`src/rtl/core/csgl_pkg.sv`:
```
package csgl_pkg;

  localparam int unsigned CW = 16;
  typedef logic [CW-1:0] color_t;
  typedef color_t [2:0]  rgb_t;

  // pipeline depths of the three sections
  localparam int unsigned LOG_STEPS = 24;
  localparam int unsigned EXP_STEPS = 24;
  localparam int unsigned SAT_LAT   = 4;
  localparam int unsigned GAM_LAT   = LOG_STEPS + EXP_STEPS + 6;
  localparam int unsigned LUM_LAT   = 2;
  localparam int unsigned TOT_LAT   = SAT_LAT + GAM_LAT + LUM_LAT;

  localparam int unsigned PCT_UNITY = 100;
  localparam int unsigned HALF_MAX  = 32767;

  typedef enum logic [1:0] {
    REG_SAT = 2'd0,
    REG_GAM = 2'd1,
    REG_LUM = 2'd2
  } reg_idx_e;

  // reciprocal multipliers: floor(x/d) = (x * MUL) >> SH over the stated range
  localparam int unsigned DIV3_SH   = 20;
  localparam logic [18:0] DIV3_MUL  = 19'(((64'd1 << DIV3_SH) + 64'd2) / 64'd3);
  localparam int unsigned DIV100_SH = 32;
  localparam logic [25:0] DIV100_MUL = 26'(((64'd1 << DIV100_SH) + 64'd99) / 64'd100);
  localparam int unsigned DIVG_SH   = 44;
  localparam logic [37:0] DIVG_MUL  = 38'(((64'd1 << DIVG_SH) + 64'd99) / 64'd100);

  function automatic logic [63:0] isqrt64(input logic [63:0] v);
    logic [63:0] res;
    logic [63:0] bw;
    logic [63:0] rem;
    res = '0;
    bw  = 64'd1 << 62;
    rem = v;
    for (int i = 0; i < 32; i++) begin
      if (rem >= res + bw) begin
        rem = rem - (res + bw);
        res = (res >> 1) + bw;
      end else begin
        res = res >> 1;
      end
      bw = bw >> 2;
    end
    return res;
  endfunction

  // 2^(2^-idx) in Q1.30, idx >= 1
  function automatic logic [30:0] root_const(input int unsigned idx);
    logic [63:0] r;
    r = 64'd1 << 31;
    for (int unsigned i = 1; i <= idx; i++) begin
      r = isqrt64(r << 30);
    end
    return r[30:0];
  endfunction

  // log2 in Q4.24, elaboration only
  function automatic logic [27:0] log2q_const(input logic [15:0] c);
    logic [3:0]  n;
    logic [63:0] x;
    logic [23:0] fr;
    n  = '0;
    fr = '0;
    for (int j = 0; j < 15; j++) begin
      if ((c >> (j + 1)) != 16'd0) n = 4'(j + 1);
    end
    x = 64'(c) << (30 - n);
    for (int i = 1; i <= 24; i++) begin
      x = (x * x) >> 30;
      if (x >= (64'd2 << 30)) begin
        x = x >> 1;
        fr[24 - i] = 1'b1;
      end
    end
    return {n, fr};
  endfunction

  localparam logic [27:0] LOG2_MAX = log2q_const(16'(HALF_MAX));

endpackage

```
`src/rtl/core/csgl_lum.sv`:
```
module csgl_lum (
  input  logic              clk_i,
  input  logic              rst_ni,
  input  logic              en_i,
  input  logic              valid_i,
  input  logic [7:0]        lum_i,
  input  csgl_pkg::rgb_t    color_i,
  output logic              valid_o,
  output csgl_pkg::rgb_t    color_o
);

  logic [csgl_pkg::LUM_LAT-1:0] valid_q;
  csgl_pkg::rgb_t c_q, res_q;
  logic [23:0] v_q [3];

  always_ff @(posedge clk_i or negedge rst_ni) begin
    if (!rst_ni) begin
      valid_q <= '0;
    end else if (en_i) begin
      valid_q <= {valid_q[csgl_pkg::LUM_LAT-2:0], valid_i};
    end
  end

  always_ff @(posedge clk_i) begin
    if (en_i) c_q <= color_i;
  end

  for (genvar l = 0; l < 3; l++) begin : g_lane
    logic [49:0] qprod;
    logic [15:0] clamped;
    assign qprod   = 50'(v_q[l]) * 50'(csgl_pkg::DIV100_MUL);
    assign clamped = (qprod[49:48] != 2'd0) ? 16'hFFFF : qprod[47:32];
    always_ff @(posedge clk_i) begin
      if (en_i) begin
        v_q[l]   <= 24'(color_i[l]) * 24'(lum_i);
        res_q[l] <= (lum_i == 8'(csgl_pkg::PCT_UNITY)) ? c_q[l] : clamped;
      end
    end
  end

  assign valid_o = valid_q[csgl_pkg::LUM_LAT-1];
  assign color_o = res_q;

endmodule

```
`config.mk`:
```
export PLATFORM = sky130hd
export DESIGN_NAME = csgl_lum
export DESIGN_NICKNAME = d
export VERILOG_FILES = /design/src/rtl/core/csgl_pkg.sv /design/src/rtl/core/csgl_lum.sv
export SDC_FILE = /design/constraint.sdc
export NUM_CORES = 2
export LEC_CHECK = 0
export BUFFER_PORTS_ARGS = -buffer_cell sky130_fd_sc_hd__buf_2
export CAP_MARGIN = 20
export CORE_MARGIN = 1
export CORE_UTILIZATION = 65
export CTS_CLUSTER_SIZE = 10
export DETAILED_ROUTE_END_ITERATION = 7
export GPL_ROUTABILITY_DRIVEN = 0
export PLACE_DENSITY_LB_ADDON = 0.25
export SETUP_SLACK_MARGIN = 0.3
export SLEW_MARGIN = 10
export SYNTH_ARGS = -nofsm -noshare
export SYNTH_HDL_FRONTEND = slang
export SYNTH_SLANG_ARGS = --single-unit
export TNS_END_PERCENT = 10
```
`constraint.sdc`:
```
create_clock -name clk_i -period 9.15 [get_ports clk_i]
set_clock_uncertainty 0.1 [all_clocks]
set_input_delay 1.83 -clock clk_i [delete_from_list [all_inputs] [get_ports clk_i]]
set_output_delay 1.83 -clock clk_i [all_outputs]
set_load 0.02 [all_outputs]
```
=== Yosys cells after proc, flatten, opt, wreduce, memory -nomap -nowiden ===
Memories as Yosys holds them, arrays and structs flattened.
Cells that the tools add are included.

* Multiply operators: 6
* Eq/ne operators: 1
* Multiplexer cells: 8
* Reduce and logical (&&, ||, !) cells: 3

{| class="wikitable"
|+ Operators with widths
! kind !! number
|-
| 24-bit by 26-bit multiplier with 50-bit output (second input constant) || 3
|-
| 16-bit two-way mux || 6
|-
| 16-bit by 8-bit multiplier with 24-bit output || 3
|-
| 8-bit by 7-bit equality test with 1-bit output (second input constant) || 1
|-
| 2-bit nonzero test || 3
|-
| 1-bit two-way mux || 2
|}

* Bits in registers: 98
* RAM bits: 72
* Output and inout bits: 49
* Memories: 1

{| class="wikitable"
|+ Memories
! name !! words !! width !! rd ports !! clocked after memory_dff !! wr ports !! line !! RTL
|-
| v_q || 3 || 24 || 3 || 0 || 3 || csgl_lum.sv:14 || <nowiki>logic [23:0] v_q [3];</nowiki>
|}

=== Logic depth before layout (Yosys ltp) ===
* Depth after elaboration: 4
* Depth in mapped cells: 26
* Mapped depth without buffers: 25

=== Worst setup path before layout ===
No wires, ideal clock.

* Path kind: register -> register
* Start: mem v_q[2][7], in the netlist v_q[0][55]
* End: reg res_q (netlist bit color_o[42]) (data pin)
* Setup time: 0.256 ns
* Data arrival time: 6.583 ns
* Data required time: 8.794 ns
* Slack: 2.211 ns
* Stages on the path, launching flop included: 25
* Path buffers: 1
* Cells stage by stage: edfxtp_1 fa_1 fa_1 inv_1 fa_1 fa_1 inv_1 fa_1 fa_1 inv_1 fa_1 inv_1 ha_1 nand4_1 nor3_2 a221oi_1 o21ai_0 o2111ai_2 a21oi_2 o21ai_1 a21boi_1 o21bai_1 mux2_4 buf_2 o22a_1

{| class="wikitable"
|+ RTL lines
! what !! line !! RTL
|-
| start, declared || csgl_lum.sv:14 ||
|-
| end signal, assigned by index || csgl_lum.sv:36 || <nowiki>res_q[l] <= (lum_i == 8'(csgl_pkg::PCT_UNITY)) ? c_q[l] : clamped;</nowiki>
|-
| end, declared || csgl_lum.sv:13 || <nowiki>csgl_pkg::rgb_t c_q, res_q;</nowiki>
|}

==> impl_metrics.env <==
export IMPL_status="completed"
export IMPL_ys_warn_count=0
export IMPL_finalWorstPathRequiredPeriod_ns=8.20
export IMPL_hold_violations=0
export IMPL_numCtsBuffers=17
export IMPL_yosysMostFrequentCell="inv_1"
export IMPL_relSlewSlack_pct=32.3
export IMPL_yosys_top_cells_count="1128 x inv_1, 885 x ha_1, 858 x fa_1"
export IMPL_max_cap_violations=0
export IMPL_clock_path_buffers=2
export IMPL_yosys_top_cells_area="fa_1 39%, ha_1 25%, edfxtp_1 11%, inv_1 9.6%, and2_1 3.0%"
export IMPL_worst_hold_path_type="flip-flop to flip-flop"
export IMPL_synth_distinct_cells=73
export IMPL_syn_instance_count=4160
export IMPL_required_ns=9.28
export IMPL_wl_per_cell_um=19.5
export IMPL_drcViolationCount=0
export IMPL_grt_overflow_total=0
export IMPL_gr_usage_all_layers_pct=31.0
export IMPL_grt_antenna_before_repair=5
export IMPL_numClockSinks=170
export IMPL_clkSlewWorstSetupHoldPaths_ns=0.07
export IMPL_grt_pass1_wl_mm=166
export IMPL_syn_nets=5963
export IMPL_grt_pass1_vias=31900
export IMPL_grt_max_degree=99
export IMPL_post_cts_resized=0
export IMPL_yosys_area_top_type="fa_1"
export IMPL_num_rows=95
export IMPL_areaGrowthSynthToFinish_pct=4.71
export IMPL_syn_area_per_cell_um2=10.6
export IMPL_start_util_pct=65.7
export IMPL_worst_pin_slew_ns=1.02
export IMPL_max_freq_mhz=122
export IMPL_ios=109
export IMPL_fp_dieH_um=263
export IMPL_cts_setup_buffers=0
export IMPL_drive_gt1_share_pct=4.13
export IMPL_crit_arrival_ns=8.33
export IMPL_path_class="flip-flop to flip-flop"
export IMPL_fp_dieW_um=263
export IMPL_finalSetupTns_ns=0
export IMPL_finalCritPeriodShare_pct=89.6
export IMPL_cts_tree="done"
export IMPL_crit_path_end_kind="flip-flop"
export IMPL_setup_viol=0
export IMPL_clockRootBuffer="clkbuf_16"
export IMPL_vias=28800
export IMPL_async_flop_share_pct=1.18
export IMPL_clk_latency_ns=0.50
export IMPL_ys_ff_latch=170
export IMPL_first_pass_iters=5
export IMPL_synth_area_mm2=0.0442
export IMPL_synth_edf_count=168
export IMPL_totalWireLength_mm=100
export IMPL_viasPerCell=5.60
export IMPL_start_kind="flip-flop"
export IMPL_r2r_setup_slack_ns=0.95
export IMPL_crit_fanout=16
export IMPL_htreeDepth=4
export IMPL_coreArea_mm2=0.0673
export IMPL_drt_iter0_markers=1860
export IMPL_nNetsFinal=6048
export IMPL_dp_hpwl_mm=87.3
export IMPL_portBuffers=108
export IMPL_antenna_left=0
export IMPL_die_area_mm2=0.0691
export IMPL_rsz0062_at_grt="no"
export IMPL_synth_top_area_share_pct=38.8
export IMPL_synth_sequential_area_ratio_pct=11.5
export IMPL_finalMaxSlewViolations=0
export IMPL_synthFlopType="edfxtp_1"
export IMPL_cts_hold_buf=0
final timing paths:
| path | startpoint | end | cells after the start |
|---|---|---|---|
| max in group asynchronous | rst_ni | valid_q[0] | 1 |
| hold / removal | valid_q[1] | valid_q[1] | 1 |
| setup reg to reg | v_q[0][55] | color_o[41] | 23 |
| min in group asynchronous | rst_ni | valid_q[1] | 1 |
| setup / recovery | v_q[0][55] | color_o[41] | 23 |
| hold reg to reg | valid_q[1] | valid_q[1] | 1 |
cells in the final DEF (no fill, tap or decap), types with 7 or more instances in the layout:
cell type,Yosys,layout
a211oi_1,12,12
a21o_1,41,41
a21oi_1,80,80
and2_1,211,211
and3_1,13,13
and4_1,7,7
buf_2,2,107
buf_4,0,7
clkbuf_16,0,17
edfxtp_1,168,168
fa_1,858,858
ha_1,885,885
inv_1,1128,1128
nand2_1,227,227
nand2b_1,10,10
nand3_1,26,26
nand4_1,16,16
nor2_1,73,73
nor2b_1,17,17
nor3_1,20,20
o21a_1,17,17
o21ai_0,40,40
o21bai_1,10,10
o22a_1,43,43
or2_2,12,12
or3_1,10,10
xnor2_1,82,82
xor2_1,24,24
area by class of cell:
class | instances | area, µm²
multi-input combinational | 2813 | 34700
fill | 5037 | 21000
sequential | 170 | 5090
inverter | 1128 | 4230
tap | 873 | 1090
timing repair buffer | 115 | 599
clock buffer | 18 | 429
clock inverter | 14 | 150
antenna | 2 | 5.00
sequential cells by signal, indices dropped and copies added, names as in the netlist:
register	flops
c_q	48
color_o	48
v_q	72
valid_q	2
per-layer routing:
| metal | track usage, % | share of wire [%] |
|---|---|---|
| met1 | 42.5 | 43 |
| met2 | 51.1 | 48 |
| met3 | 5.28 | 6.6 |
| met4 | 8.90 | 2.9 |
| met5 | 0 | 0 |
critical path: stages, from the launching register on:
cell	delay, ns
edfxtp_1	0.68
fa_1	0.59
fa_1	0.53
inv_1	0.05
fa_1	0.46
fa_1	0.51
inv_1	0.05
fa_1	0.47
fa_1	0.52
inv_1	0.05
fa_1	0.47
inv_1	0.04
ha_1	0.30
nand4_1	0.18
nor3_2	0.36
o211ai_1	0.23
a211oi_2	0.56
o2111ai_2	0.24
a21oi_2	0.26
o21ai_1	0.13
a21boi_1	0.20
o21bai_1	0.13
mux2_4	0.41
o32a_1	0.39
cells by family (layout without fill, tap and decap cells):
| logic type | Yosys count | in the layout | share of synthesized area (%) |
|---|---|---|---|
| other | 0 | 2 | 0 |
| XOR/XNOR | 106 | 106 | 2.10 |
| AO/OA/AOI/OAI | 310 | 310 | 4.90 |
| AND/OR/NAND/NOR | 649 | 649 | 7.44 |
| flip-flops | 170 | 170 | 11.5 |
| multiplexers | 5 | 5 | 0.139 |
| buffers and inverters | 1177 | 1275 | 10.0 |
| adder cells (fa/ha/maj) | 1743 | 1743 | 63.9 |
per-stage QoR:
stage	hold slack [ns]	instance area, µm²	cells	setup WS [ns]	util (%)
2_1_floorplan	0.375	44200	4160	2.21	-
3_3_place_gp	0.387	45700	5099	0.982	68.0
3_5_place_dp	0.399	45700	5099	0.968	68.0
4_1_cts	0.418	46300	5131	0.928	68.8
5_1_grt	0.432	46300	5133	0.657	68.8
6_report	0.416	46300	5133	0.948	68.8
Power is not shown: default switching activity piles up to over one toggle a cycle in this logic, so the estimate is an artifact.
